<file path="config.mk">
export PLATFORM = sky130hd
export DESIGN_NAME = arp_cache_with_aging
export DESIGN_NICKNAME = d
export VERILOG_FILES = /design/src/rtl/arpc_pkg.sv /design/src/rtl/arpc_cfg.sv /design/src/rtl/arp_cache_with_aging.sv
export SDC_FILE = /design/constraint.sdc
export NUM_CORES = 2
export LEC_CHECK = 0
export ABC_AREA = 0
export BUFFER_PORTS_ARGS = -buffer_cell sky130_fd_sc_hd__buf_4
export CORE_MARGIN = 1.5
export CORE_UTILIZATION = 60
export DETAILED_ROUTE_END_ITERATION = 7
export PLACE_DENSITY = 0.76
export SYNTH_ARGS = -nofsm -noshare
export SYNTH_HDL_FRONTEND = slang
export SYNTH_HIERARCHICAL = 1
export SYNTH_SLANG_ARGS = --single-unit
</file>
<file path="constraint.sdc">
create_clock -name clk -period 9 [get_ports clk]
set_clock_uncertainty 0.1 [all_clocks]
set_input_delay 0.45 -clock clk [delete_from_list [all_inputs] [get_ports clk]]
set_output_delay 0.45 -clock clk [all_outputs]
set_load 0.1 [all_outputs]
</file>
<file path="src/rtl/arpc_pkg.sv">
package arpc_pkg;

    localparam int CACHE_ENTRIES = 8;
    localparam int IDX_W = (CACHE_ENTRIES > 1) ? $clog2(CACHE_ENTRIES) : 1;
    localparam int CNT_W = $clog2(CACHE_ENTRIES + 1);

    localparam int IP_W      = 32;
    localparam int MAC_W     = 48;
    localparam int LIFE_W    = 7;
    localparam int STATUS_W  = 4;
    localparam int IDX_OUT_W = 3;
    localparam int CNT_OUT_W = 4;
    localparam int REQ_W     = 2;
    localparam int CFG_IDX_W  = 3;
    localparam int CFG_DATA_W = 48;

    // request kinds
    localparam logic [REQ_W-1:0] REQ_LEARN  = 2'd0;
    localparam logic [REQ_W-1:0] REQ_LOOKUP = 2'd1;
    localparam logic [REQ_W-1:0] REQ_TICK   = 2'd2;

    // result status codes
    localparam logic [STATUS_W-1:0] STAT_HIT      = 4'd0;
    localparam logic [STATUS_W-1:0] STAT_BCAST    = 4'd1;
    localparam logic [STATUS_W-1:0] STAT_MCAST    = 4'd2;
    localparam logic [STATUS_W-1:0] STAT_MISS     = 4'd3;
    localparam logic [STATUS_W-1:0] STAT_REFRESH  = 4'd4;
    localparam logic [STATUS_W-1:0] STAT_ADDED    = 4'd5;
    localparam logic [STATUS_W-1:0] STAT_REPLACED = 4'd6;
    localparam logic [STATUS_W-1:0] STAT_IGNORED  = 4'd7;
    localparam logic [STATUS_W-1:0] STAT_TICK     = 4'd8;

    // configuration register indexes
    localparam logic [CFG_IDX_W-1:0] CFG_OWN_IP        = 3'd0;
    localparam logic [CFG_IDX_W-1:0] CFG_SUBNET_MASK   = 3'd1;
    localparam logic [CFG_IDX_W-1:0] CFG_GATEWAY_IP    = 3'd2;
    localparam logic [CFG_IDX_W-1:0] CFG_HOLD_TICKS    = 3'd3;
    localparam logic [CFG_IDX_W-1:0] CFG_NULL_IP       = 3'd4;
    localparam logic [CFG_IDX_W-1:0] CFG_BROADCAST_IP  = 3'd5;
    localparam logic [CFG_IDX_W-1:0] CFG_BROADCAST_MAC = 3'd6;
    localparam logic [CFG_IDX_W-1:0] CFG_MCAST_ENABLE  = 3'd7;

    // fixed multicast name groups
    localparam logic [IP_W-1:0]  MDNS_IP         = 32'hE000_00FB;
    localparam logic [IP_W-1:0]  LLMNR_IP        = 32'hE000_00FC;
    localparam logic [MAC_W-1:0] MDNS_GROUP_MAC  = 48'h0100_5E00_00FB;
    localparam logic [MAC_W-1:0] LLMNR_GROUP_MAC = 48'h0100_5E00_00FC;

    localparam logic [LIFE_W-1:0] HOLD_TICKS_RST = 7'd100;

    typedef struct packed {
        logic [IP_W-1:0]   own_ip;
        logic [IP_W-1:0]   subnet_mask;
        logic [IP_W-1:0]   gateway_ip;
        logic [LIFE_W-1:0] hold_ticks;
        logic [IP_W-1:0]   null_ip;
        logic [IP_W-1:0]   broadcast_ip;
        logic [MAC_W-1:0]  broadcast_mac;
        logic              mcast_en;
    } cfg_t;

    typedef struct packed {
        logic [IP_W-1:0]   ip;
        logic [MAC_W-1:0]  mac;
        logic [LIFE_W-1:0] life;
    } entry_t;

endpackage

</file>
<file path="src/rtl/arpc_cfg.sv">
module arpc_cfg (
    input  logic                           clk,
    input  logic                           rst_n,
    input  logic                           cfg_valid,
    output logic                           cfg_ready,
    input  logic [arpc_pkg::CFG_IDX_W-1:0]  cfg_index,
    input  logic [arpc_pkg::CFG_DATA_W-1:0] cfg_data,
    output arpc_pkg::cfg_t                 cfg
);
    import arpc_pkg::*;

    cfg_t cfg_reg;
    cfg_t cfg_next;

    assign cfg_ready = 1'b1;
    assign cfg       = cfg_reg;

    always_comb
    begin
        cfg_next = cfg_reg;
        if (cfg_valid)
        begin
            case (cfg_index)
                CFG_OWN_IP:        cfg_next.own_ip        = cfg_data[IP_W-1:0];
                CFG_SUBNET_MASK:   cfg_next.subnet_mask   = cfg_data[IP_W-1:0];
                CFG_GATEWAY_IP:    cfg_next.gateway_ip    = cfg_data[IP_W-1:0];
                CFG_HOLD_TICKS:    cfg_next.hold_ticks    = cfg_data[LIFE_W-1:0];
                CFG_NULL_IP:       cfg_next.null_ip       = cfg_data[IP_W-1:0];
                CFG_BROADCAST_IP:  cfg_next.broadcast_ip  = cfg_data[IP_W-1:0];
                CFG_BROADCAST_MAC: cfg_next.broadcast_mac = cfg_data[MAC_W-1:0];
                CFG_MCAST_ENABLE:  cfg_next.mcast_en      = cfg_data[0];
                default:           cfg_next = cfg_reg;
            endcase
        end
    end

    always_ff @(posedge clk or negedge rst_n)
    begin
        if (!rst_n)
        begin
            cfg_reg.own_ip        <= '0;
            cfg_reg.subnet_mask   <= '0;
            cfg_reg.gateway_ip    <= '0;
            cfg_reg.hold_ticks    <= HOLD_TICKS_RST;
            cfg_reg.null_ip       <= '0;
            cfg_reg.broadcast_ip  <= '1;
            cfg_reg.broadcast_mac <= '1;
            cfg_reg.mcast_en      <= 1'b1;
        end
        else
        begin
            cfg_reg <= cfg_next;
        end
    end

endmodule

</file>
<file path="src/rtl/arp_cache_with_aging.sv">
// ip-to-mac cache with aging. one request in, one result out. entries live in a small
// synchronous memory with one read and one write port; learn, lookup and tick walk the
// valid entries one per cycle through that read port. requests that resolve without the
// walk (ignored learn, multicast, broadcast, null, unused type, gateway that is null or
// broadcast) go straight to the finishing step. the next request can be taken in the
// same cycle as the last result appears. a finished result sits in the output register
// so the next request can be accepted while it waits; the finishing step of that next
// request waits until it is taken.
module arp_cache_with_aging (
    input  logic                           clk,
    input  logic                           rst_n,
    input  logic                           in_valid,
    output logic                           in_ready,
    input  logic [arpc_pkg::REQ_W-1:0]      req_type,
    input  logic [arpc_pkg::IP_W-1:0]       ip_addr,
    input  logic [arpc_pkg::MAC_W-1:0]      mac_addr,
    output logic                           out_valid,
    input  logic                           out_ready,
    output logic [arpc_pkg::STATUS_W-1:0]   status,
    output logic [arpc_pkg::MAC_W-1:0]      mac_result,
    output logic [arpc_pkg::IP_W-1:0]       ask_ip,
    output logic [arpc_pkg::IDX_OUT_W-1:0]  entry_index,
    output logic [arpc_pkg::CNT_OUT_W-1:0]  entry_count,
    input  logic                           cfg_valid,
    output logic                           cfg_ready,
    input  logic [arpc_pkg::CFG_IDX_W-1:0]  cfg_index,
    input  logic [arpc_pkg::CFG_DATA_W-1:0] cfg_data
);
    import arpc_pkg::*;

    typedef enum logic [2:0] {
        S_IDLE = 3'b001,
        S_SCAN = 3'b010,
        S_FIN  = 3'b100
    } state_t;

    typedef enum logic [1:0] {
        OP_LEARN  = 2'd0,
        OP_LOOKUP = 2'd1,
        OP_TICK   = 2'd2,
        OP_IMM    = 2'd3
    } op_t;

    cfg_t cfg;

    arpc_cfg u_cfg (
        .clk       (clk),
        .rst_n     (rst_n),
        .cfg_valid (cfg_valid),
        .cfg_ready (cfg_ready),
        .cfg_index (cfg_index),
        .cfg_data  (cfg_data),
        .cfg       (cfg)
    );

    // entry memory
    entry_t             mem [CACHE_ENTRIES];
    entry_t             rd_data_reg;
    logic [IDX_W-1:0]   rd_addr;
    logic               wr_en;
    logic [IDX_W-1:0]   wr_addr;
    entry_t             wr_data;

    always_ff @(posedge clk)
    begin
        if (wr_en)
        begin
            mem[wr_addr] <= wr_data;
        end
        rd_data_reg <= mem[rd_addr];
    end

    state_t             state_reg, state_next;
    op_t                op_reg, op_next;
    logic [CNT_W-1:0]   count_reg, count_next;
    logic [CNT_W-1:0]   rd_ptr_reg, rd_ptr_next;
    logic [IDX_W-1:0]   cmp_ptr_reg, cmp_ptr_next;
    logic               pv_reg, pv_next;
    logic [CNT_W-1:0]   wp_reg, wp_next;
    logic [IP_W-1:0]    key_reg, key_next;
    logic [MAC_W-1:0]   mac_in_reg, mac_in_next;
    logic               hit_reg, hit_next;
    logic [IDX_W-1:0]   hit_idx_reg, hit_idx_next;
    logic [MAC_W-1:0]   hit_mac_reg, hit_mac_next;
    logic [IDX_W-1:0]   min_idx_reg, min_idx_next;
    logic [LIFE_W-1:0]  min_life_reg, min_life_next;
    logic [STATUS_W-1:0] imm_status_reg, imm_status_next;
    logic [MAC_W-1:0]   imm_mac_reg, imm_mac_next;
    logic [IP_W-1:0]    imm_ask_reg, imm_ask_next;

    logic                 out_valid_reg, out_valid_next;
    logic [STATUS_W-1:0]  status_reg, status_next;
    logic [MAC_W-1:0]     mac_result_reg, mac_result_next;
    logic [IP_W-1:0]      ask_ip_reg, ask_ip_next;
    logic [IDX_W-1:0]     index_reg, index_next;
    logic [CNT_W-1:0]     ecount_reg, ecount_next;

    logic               in_fire;
    logic               out_free;
    logic               issue;
    logic               in_nb;
    logic               is_local;
    logic [IP_W-1:0]    tgt_ip;
    logic               tgt_nb;
    logic               full;
    logic [STATUS_W-1:0] fin_status;
    logic [MAC_W-1:0]   fin_mac;
    logic [IP_W-1:0]    fin_ask;
    logic [IDX_W-1:0]   fin_idx;
    logic [CNT_W-1:0]   fin_count;
    logic               fin_wr;
    logic [IDX_W-1:0]   fin_wr_addr;
    entry_t             fin_wr_data;

    assign in_ready  = (state_reg == S_IDLE);
    assign in_fire   = in_valid && in_ready;
    assign out_free  = !out_valid_reg || out_ready;
    assign issue     = (state_reg == S_SCAN) && (rd_ptr_reg < count_reg);
    assign rd_addr   = rd_ptr_reg[IDX_W-1:0];
    assign full      = (count_reg == CNT_W'(CACHE_ENTRIES));

    assign in_nb    = (ip_addr == cfg.null_ip) || (ip_addr == cfg.broadcast_ip);
    assign is_local = ((ip_addr & cfg.subnet_mask) == (cfg.own_ip & cfg.subnet_mask));
    assign tgt_ip   = is_local ? ip_addr : cfg.gateway_ip;
    assign tgt_nb   = (tgt_ip == cfg.null_ip) || (tgt_ip == cfg.broadcast_ip);

    // result and write-back of the finishing step
    always_comb
    begin
        fin_status  = STAT_IGNORED;
        fin_mac     = '0;
        fin_ask     = '0;
        fin_idx     = '0;
        fin_count   = count_reg;
        fin_wr      = 1'b0;
        fin_wr_addr = hit_idx_reg;
        fin_wr_data = '{ip: key_reg, mac: mac_in_reg, life: cfg.hold_ticks};
        case (op_reg)
            OP_LEARN:
            begin
                fin_wr = 1'b1;
                if (hit_reg)
                begin
                    fin_status      = STAT_REFRESH;
                    fin_idx         = hit_idx_reg;
                    fin_wr_data.mac = hit_mac_reg;
                end
                else if (!full)
                begin
                    fin_status  = STAT_ADDED;
                    fin_idx     = count_reg[IDX_W-1:0];
                    fin_wr_addr = count_reg[IDX_W-1:0];
                    fin_count   = count_reg + 1'b1;
                end
                else
                begin
                    fin_status  = STAT_REPLACED;
                    fin_idx     = min_idx_reg;
                    fin_wr_addr = min_idx_reg;
                end
            end
            OP_LOOKUP:
            begin
                if (hit_reg)
                begin
                    fin_status = STAT_HIT;
                    fin_mac    = hit_mac_reg;
                    fin_idx    = hit_idx_reg;
                end
                else
                begin
                    fin_status = STAT_MISS;
                    fin_ask    = key_reg;
                end
            end
            OP_TICK:
            begin
                fin_status = STAT_TICK;
                fin_count  = wp_reg;
            end
            default:
            begin
                fin_status = imm_status_reg;
                fin_mac    = imm_mac_reg;
                fin_ask    = imm_ask_reg;
            end
        endcase
    end

    always_comb
    begin
        state_next      = state_reg;
        op_next         = op_reg;
        count_next      = count_reg;
        rd_ptr_next     = rd_ptr_reg;
        cmp_ptr_next    = cmp_ptr_reg;
        pv_next         = 1'b0;
        wp_next         = wp_reg;
        key_next        = key_reg;
        mac_in_next     = mac_in_reg;
        hit_next        = hit_reg;
        hit_idx_next    = hit_idx_reg;
        hit_mac_next    = hit_mac_reg;
        min_idx_next    = min_idx_reg;
        min_life_next   = min_life_reg;
        imm_status_next = imm_status_reg;
        imm_mac_next    = imm_mac_reg;
        imm_ask_next    = imm_ask_reg;
        out_valid_next  = out_valid_reg && !out_ready;
        status_next     = status_reg;
        mac_result_next = mac_result_reg;
        ask_ip_next     = ask_ip_reg;
        index_next      = index_reg;
        ecount_next     = ecount_reg;
        wr_en           = 1'b0;
        wr_addr         = wp_reg[IDX_W-1:0];
        wr_data         = rd_data_reg;

        case (state_reg)
            S_IDLE:
            begin
                if (in_fire)
                begin
                    rd_ptr_next     = '0;
                    wp_next         = '0;
                    hit_next        = 1'b0;
                    hit_idx_next    = '0;
                    min_idx_next    = '0;
                    key_next        = ip_addr;
                    mac_in_next     = mac_addr;
                    imm_status_next = STAT_IGNORED;
                    imm_mac_next    = '0;
                    imm_ask_next    = '0;
                    op_next         = OP_IMM;
                    state_next      = S_FIN;
                    case (req_type)
                        REQ_LEARN:
                        begin
                            if (!in_nb)
                            begin
                                op_next    = OP_LEARN;
                                state_next = S_SCAN;
                            end
                        end
                        REQ_LOOKUP:
                        begin
                            if (cfg.mcast_en && ip_addr == LLMNR_IP)
                            begin
                                imm_status_next = STAT_MCAST;
                                imm_mac_next    = LLMNR_GROUP_MAC;
                            end
                            else if (cfg.mcast_en && ip_addr == MDNS_IP)
                            begin
                                imm_status_next = STAT_MCAST;
                                imm_mac_next    = MDNS_GROUP_MAC;
                            end
                            else if (in_nb)
                            begin
                                imm_status_next = STAT_BCAST;
                                imm_mac_next    = cfg.broadcast_mac;
                            end
                            else if (tgt_nb)
                            begin
                                // gateway is null or broadcast: never held
                                imm_status_next = STAT_MISS;
                                imm_ask_next    = tgt_ip;
                            end
                            else
                            begin
                                key_next   = tgt_ip;
                                op_next    = OP_LOOKUP;
                                state_next = S_SCAN;
                            end
                        end
                        REQ_TICK:
                        begin
                            op_next    = OP_TICK;
                            state_next = S_SCAN;
                        end
                        default:
                        begin
                            op_next = OP_IMM;
                        end
                    endcase
                end
            end
            S_SCAN:
            begin
                if (issue)
                begin
                    pv_next      = 1'b1;
                    cmp_ptr_next = rd_ptr_reg[IDX_W-1:0];
                    rd_ptr_next  = rd_ptr_reg + 1'b1;
                end
                if (pv_reg)
                begin
                    if (!hit_reg && rd_data_reg.ip == key_reg)
                    begin
                        hit_next     = 1'b1;
                        hit_idx_next = cmp_ptr_reg;
                        hit_mac_next = rd_data_reg.mac;
                    end
                    // first lowest lifetime wins a tie
                    if (cmp_ptr_reg == '0 || rd_data_reg.life < min_life_reg)
                    begin
                        min_idx_next  = cmp_ptr_reg;
                        min_life_next = rd_data_reg.life;
                    end
                    // aging: survivors are compacted down to the write pointer
                    if (op_reg == OP_TICK && rd_data_reg.life != '0)
                    begin
                        wr_en        = 1'b1;
                        wr_addr      = wp_reg[IDX_W-1:0];
                        wr_data.life = rd_data_reg.life - 1'b1;
                        wp_next      = wp_reg + 1'b1;
                    end
                end
                if (!issue && !pv_reg)
                begin
                    state_next = S_FIN;
                end
            end
            S_FIN:
            begin
                if (out_free)
                begin
                    wr_en           = fin_wr;
                    wr_addr         = fin_wr_addr;
                    wr_data         = fin_wr_data;
                    count_next      = fin_count;
                    out_valid_next  = 1'b1;
                    status_next     = fin_status;
                    mac_result_next = fin_mac;
                    ask_ip_next     = fin_ask;
                    index_next      = fin_idx;
                    ecount_next     = fin_count;
                    state_next      = S_IDLE;
                end
            end
            default:
            begin
                state_next = S_IDLE;
            end
        endcase
    end

    always_ff @(posedge clk or negedge rst_n)
    begin
        if (!rst_n)
        begin
            state_reg     <= S_IDLE;
            op_reg        <= OP_IMM;
            count_reg     <= '0;
            rd_ptr_reg    <= '0;
            pv_reg        <= 1'b0;
            wp_reg        <= '0;
            hit_reg       <= 1'b0;
            out_valid_reg <= 1'b0;
        end
        else
        begin
            state_reg     <= state_next;
            op_reg        <= op_next;
            count_reg     <= count_next;
            rd_ptr_reg    <= rd_ptr_next;
            pv_reg        <= pv_next;
            wp_reg        <= wp_next;
            hit_reg       <= hit_next;
            out_valid_reg <= out_valid_next;
        end
    end

    always_ff @(posedge clk)
    begin
        cmp_ptr_reg    <= cmp_ptr_next;
        key_reg        <= key_next;
        mac_in_reg     <= mac_in_next;
        hit_idx_reg    <= hit_idx_next;
        hit_mac_reg    <= hit_mac_next;
        min_idx_reg    <= min_idx_next;
        min_life_reg   <= min_life_next;
        imm_status_reg <= imm_status_next;
        imm_mac_reg    <= imm_mac_next;
        imm_ask_reg    <= imm_ask_next;
        status_reg     <= status_next;
        mac_result_reg <= mac_result_next;
        ask_ip_reg     <= ask_ip_next;
        index_reg      <= index_next;
        ecount_reg     <= ecount_next;
    end

    assign out_valid   = out_valid_reg;
    assign status      = status_reg;
    assign mac_result  = mac_result_reg;
    assign ask_ip      = ask_ip_reg;
    assign entry_index = IDX_OUT_W'(index_reg);
    assign entry_count = CNT_OUT_W'(ecount_reg);

endmodule

</file>
# Word-level counts from Yosys, hierarchy flattened
# Memory sizes are Yosys's and may differ from the RTL's. A register that Yosys moved wholly into a read port is not among the register bits.
# Cells that the tools add are included.
word_totals:
  register_bits: 555
  ram_bits: 696
  input_bits: 138
  out_inout_bits: 94
  elab_cells: 207
  n_memories: 1
classes:
  add_sub_neg: 4
  magnitude_cmp: 2
  n_eq_ne: 31
  muxes: 82
  bitwise_logic: 5
  reduce_logical: 47
mem_list:
  columns: ["name", "words", "width", "read_ports", "rd_ports_with_merged_regs", "write_ports", "line", "source"]
  rows:
  - ["mem", 8, 87, 1, 1, 1, "arp_cache_with_aging.sv:57", "entry_t mem [CACHE_ENTRIES];"]
op_table:
  columns: ["op", "count"]
  rows:
  - ["$mux 32", 7]
  - ["$eq 32x32->1", 6]
  - ["$mux 48", 3]
  - ["$mux 41", 3]
  - ["$pmux 48 s2", 1]
  - ["$mux 87", 1]
  - ["$mux 80", 1]
  - ["$mux 3", 23]
  - ["$and 32x32->32", 2]
  - ["$eq 32x32->1 const B", 2]
  - ["$pmux 32 s2", 1]
  - ["$mux 4", 6]
  - ["$pmux 4 s2", 3]
  - ["$reduce_and 2->1", 11]
  - ["$pmux 3 s2", 3]
  - ["$pmux 3 s3", 2]
  - ["$mux 2", 8]
  - ["$eq 3x3->1 const B", 5]
  - ["$mux 7", 2]
  - ["$pmux 7 s2", 1]
  - ["$mux 1", 13]
  - ["$add 4x1->4 const B", 3]
  - ["$pmux 4 s3", 1]
  - ["$reduce_and 3->1", 4]
  - ["25 further kinds", 59]

# Longest topological paths before layout
logic_depth:
  ltp_word: 12
  mapped_depth: 12
  depth_no_buf: 11

# Cells and area by module
# Netlist, hierarchy kept.
modules_own_cells:
  columns: ["module", "n_inst", "cells_per_inst", "area_per_inst_um2", "seq_area_each_um2"]
  rows:
  - ["arp_cache_with_aging", 1, 2570, 45273.4, 32695.1]
  - ["arpc_cfg", 1, 469, 8286.7, 5510.3]

# Worst setup path after synthesis
# OpenSTA, ideal clock, no wires.
synth_path:
  path_type: "register -> register"
  from: "register state_reg[0]"
  to: "register state_reg[1]"
  setup_time_ps: 85
  t_arrival_ps: 7021
  required_ps: 8815
  setup_slack_ps: 1794
  path_stages_with_launch: 5
  path_buffers: 0
  synth_period_minus_slack_ps: 7206
  cell_sequence: "dfstp_2 > nor3b_1 > nand2_1 > inv_1 > a221o_1"
synth_between:
  word_cells_on_any_way: 12
  classes_between: "eq/ne (6); mux (1); reduce/logical (5)"
synth_lines:
  columns: ["element", "line", "source"]
  rows:
  - ["from (decl)", "arp_cache_with_aging.sv:73", "state_t state_reg, state_next;"]
  - ["from (signal assigned)", "arp_cache_with_aging.sv:362", "state_reg <= state_next;"]
  - ["$eq 3x1->1 (*)", "arp_cache_with_aging.sv:115", "assign in_ready = (state_reg == S_IDLE);"]
  - ["named net in_ready", "arp_cache_with_aging.sv:13", "output logic in_ready,"]
  - ["$logic_and 1x1->1", "arp_cache_with_aging.sv:116", "assign in_fire = in_valid && in_ready;"]
  - ["$ne 2x1->1 (no source line)", null, null]
  - ["$reduce_and 3->1 (no source line)", null, null]
# The timed path passes the listed nets; every way through them passes the cells marked *.
# A chain may end at the register's enable or synchronous reset.

# Worst setup path in the final report
layout_path:
  from: "register state_reg[0]"
  to: "memory mem[1][18] (netlist name) (enable)"
layout_between:
  elab_chain_len: 4
  word_cells_on_any_way: 6
  classes_between: "eq/ne (2); mux (4)"
layout_rtl:
  columns: ["element", "line", "source"]
  rows:
  - ["$eq 3x3->1 / $eq 3x2->1 (equally long branches)", "arp_cache_with_aging.sv:219", "case (state_reg)"]
  - ["$pmux 1 s2", "arp_cache_with_aging.sv:219", null]
  - ["$mux 1", "arp_cache_with_aging.sv:66", "if (wr_en)"]
  - ["$mux 1 (implied by the code)", "arp_cache_with_aging.sv:68", "mem[wr_addr] <= wr_data;"]
  - ["to (decl)", "arp_cache_with_aging.sv:57", null]
# Several ways; a longest one is shown, not always the timed one.

==> results.sh <==
export IMPL_ant_nets=0
export IMPL_grtUsageMet3_pct=5.65
export IMPL_synth_seq_cells=1337
export IMPL_grt_busiest_layer="met2"
export IMPL_cts_htree_levels=4
export IMPL_min_period_over_period_pct=56.1
export IMPL_min_from="cfg_index[0]"
export IMPL_synthCells=3039
export IMPL_critPathArrivalTime_ns=5.30
export IMPL_crit_type="register to register"
export IMPL_p_switching_mw=5.29
export IMPL_clkSinkCount=1337
export IMPL_finalSetupTns_ns=0
export IMPL_wl_per_cell_um=28.4
export IMPL_use_met1_pct=41.6
export IMPL_antenna_found_initial=13
export IMPL_ios=232
export IMPL_cts_setup_buffers=0
export IMPL_p_sw_share_pct=29.0
export IMPL_synth_area_mm2=0.0536
export IMPL_fillers=5327
export IMPL_synth_cell_types=71
export IMPL_finalSetupViolations=0
export IMPL_grt_overflow_total=0
export IMPL_numCtsBuffers=135
export IMPL_placed_cells=4299
export IMPL_viasPerCell=6.22
export IMPL_fin_cells=4680
export IMPL_grt_use_total_pct=29.8
export IMPL_maxCapViolCount=0
export IMPL_synth_top_flop_cell="edfxtp_1"
export IMPL_cts_max_path_buffers=3
export IMPL_worst_ir_drop_vdd_v=0.000242
export IMPL_yosysTopAreaCellShare_pct=56.9
export IMPL_area_delta_synth_final_pct=16.1
export IMPL_yosys_top_cells_count="edfxtp_1 (1014), mux2_2 (287), nand2_1 (225)"
export IMPL_p_int_mw=12.9
export IMPL_startpoint="state_reg[0]"
export IMPL_endpoint_kind="register"
export IMPL_hold_violations=0
export IMPL_grt_pass1_wl_mm=196
export IMPL_synthTopCellsByArea="edfxtp_1 (57%), mux4_2 (7.3%), dfrtp_1 (7.0%)"
export IMPL_hold_class="primary input to register"
export IMPL_synth_fp_nets=3192
export IMPL_dp_hpwl_mm=81.1
export IMPL_relSlewSlack_pct=19.5
export IMPL_synth_edff_count=1014
export IMPL_worstPathRequired_ns=9.25
export IMPL_dieWidth_um=302
export IMPL_slew_violations=0
export IMPL_min_period_ns=5.05
export IMPL_max_freq_mhz=198
export IMPL_ys_warn_count=6
export IMPL_ff2ff_path_depth=10
export IMPL_grt_max_degree=135
export IMPL_rsz0062_at_grt="no"
export IMPL_yosysSeqAreaShare_pct=71.3
export IMPL_rr_startpoint="state_reg[0]"
export IMPL_wl_mm=133
export IMPL_insertion_delay_ns=0.75
export IMPL_root_buffer="clkbuf_16"
export IMPL_power_frac_seq_pct=48.4
export IMPL_power_frac_clock_pct=31.2
export IMPL_initial_core_util_pct=60.6
export IMPL_cp_start_kind="register"
export IMPL_first_pass_iters=6
export IMPL_cts_resized_gates=0
export IMPL_cellLeakagePower_nw=21.8
export IMPL_vias=29118
export IMPL_powerDensity_mw_per_mm2=293
export IMPL_largest_register_ffs=696
export IMPL_gp_congestion=0.926
export IMPL_min_path_cells=3
export IMPL_first_global_vias=30081
export IMPL_drive_gt1_share_pct=30.7
export IMPL_die_h_um=302
export IMPL_core_mm2=0.0884
export IMPL_cts_tree="built"
export IMPL_comb_power_share_pct=20.4
export IMPL_synth_largest_area_cell="edfxtp_1"
export IMPL_port_buffers=230
export IMPL_worstMarginPinSlew_ns=1.21
export IMPL_drtIter0Drc=3013
export IMPL_die_area_mm2=0.0911
export IMPL_clkTransAtPathRegs_ns=0.06
export IMPL_synth_avg_cell_area_um2=17.6
export IMPL_async_flop_share_pct=17.7
export IMPL_synth_most_common_cell="edfxtp_1"
export IMPL_crit_fanout=99
export IMPL_met2_usage_pct=48.2
export IMPL_status="finished, final reports clean"
export IMPL_nets=3550
export IMPL_drc=0
export IMPL_reg2reg_slack_ns=3.95
export IMPL_num_rows=109
## per-layer routing
metal	wire length (um)	part of all wire [%]
met4	3440	2.6
met2	65400	49
met3	10700	8.1
met5	71	0.053
met1	53100	40
## area by class of cell
class,count,area (um2),area share [%]
antenna,5,12.5,0.0201
clock buffer,186,3780,6.08
clock inverter,64,748,1.20
inverter,32,130,0.209
multi-input combinational,1493,14500,23.3
sequential,1337,38200,61.5
tap,1165,1460,2.34
timing repair buffer,398,3340,5.36
## cells in the final DEF (no fill, tap or decap), types with 43 or more instances in the layout
| master | count |
|---|---|
| a22o_1 | 79 |
| and2_1 | 43 |
| buf_4 | 269 |
| clkbuf_16 | 137 |
| dfrtp_1 | 146 |
| dfstp_2 | 87 |
| dfxtp_1 | 87 |
| dlygate4sd3_1 | 126 |
| edfxtp_1 | 1014 |
| mux2_2 | 287 |
| mux2i_1 | 83 |
| mux4_2 | 174 |
| nand2_1 | 224 |
| nor2_1 | 63 |
| o21ai_0 | 77 |
| xnor2_1 | 76 |
| xor2_1 | 102 |
## cell families after synthesis
logic type                 Yosys count  share of synthesized area [%]
DFF                               1337                           71.3
muxes                              592                           16.1
and+or+nand+nor                    459                           4.16
AOI/OAI and AO/OA                  247                           3.31
buffers and inverters              209                           1.81
xor gates and xnor gates           179                           2.94
adders and majority gates           15                          0.350
other                                1                        0.00700
## critical path, cell delays in order (launching register included)
cell and delay, ns:
dfstp_2 0.57, nor2_1 0.08, and2_1 0.21, nand2_4 0.74, inv_6 0.54, o21ai_0 0.37, buf_4 0.25, nand2_1 0.17
nor2_4 0.11, buf_4 0.55, buf_4 0.75
## final timing paths
kind	end
worst max-delay path	mem[1][18]
worst min-delay path	u_cfg/cfg[0]
worst max register to register	mem[1][18]
worst min register to register	hit_mac_reg[44]
max in group asynchronous	u_cfg/cfg[112]
min in group asynchronous	u_cfg/cfg[209]
## power groups by stage
stage / clock [mW] / sequential (mW) / combinational, mW
floorplan: 0 / 8.85 / 2.42
global placement: 0 / 8.88 / 3.46
detailed placement: 0 / 8.91 / 3.61
CTS: 5.74 / 8.81 / 3.71
global route: 5.98 / 8.90 / 3.98
finish: 5.68 / 8.81 / 3.72
## per-stage QoR
| step | setup WS, ns | power (mW) | util, % | hold slack [ns] | instance area [um2] |
|---|---|---|---|---|---|
| after floorplan | 1.79 | 11.3 | - | 0.0544 | 53600 |
| after global placement | 4.03 | 12.3 | 63.8 | 0.309 | 56400 |
| after detailed placement | 3.94 | 12.5 | 63.8 | 0.315 | 56400 |
| after CTS | 3.91 | 18.3 | 70.3 | 0.000605 | 62200 |
| after global routing | 3.69 | 18.9 | 70.4 | 0.0312 | 62200 |
| final | 3.95 | 18.2 | 70.4 | 0.0489 | 62200 |
## what timing repair did
action                                  in CTS  in global routing
endpoints found under the hold margin      374                  0
hold buffers                               126                  0
endpoints found under the setup margin       0                  0
Power figures use the tool's default switching activity.
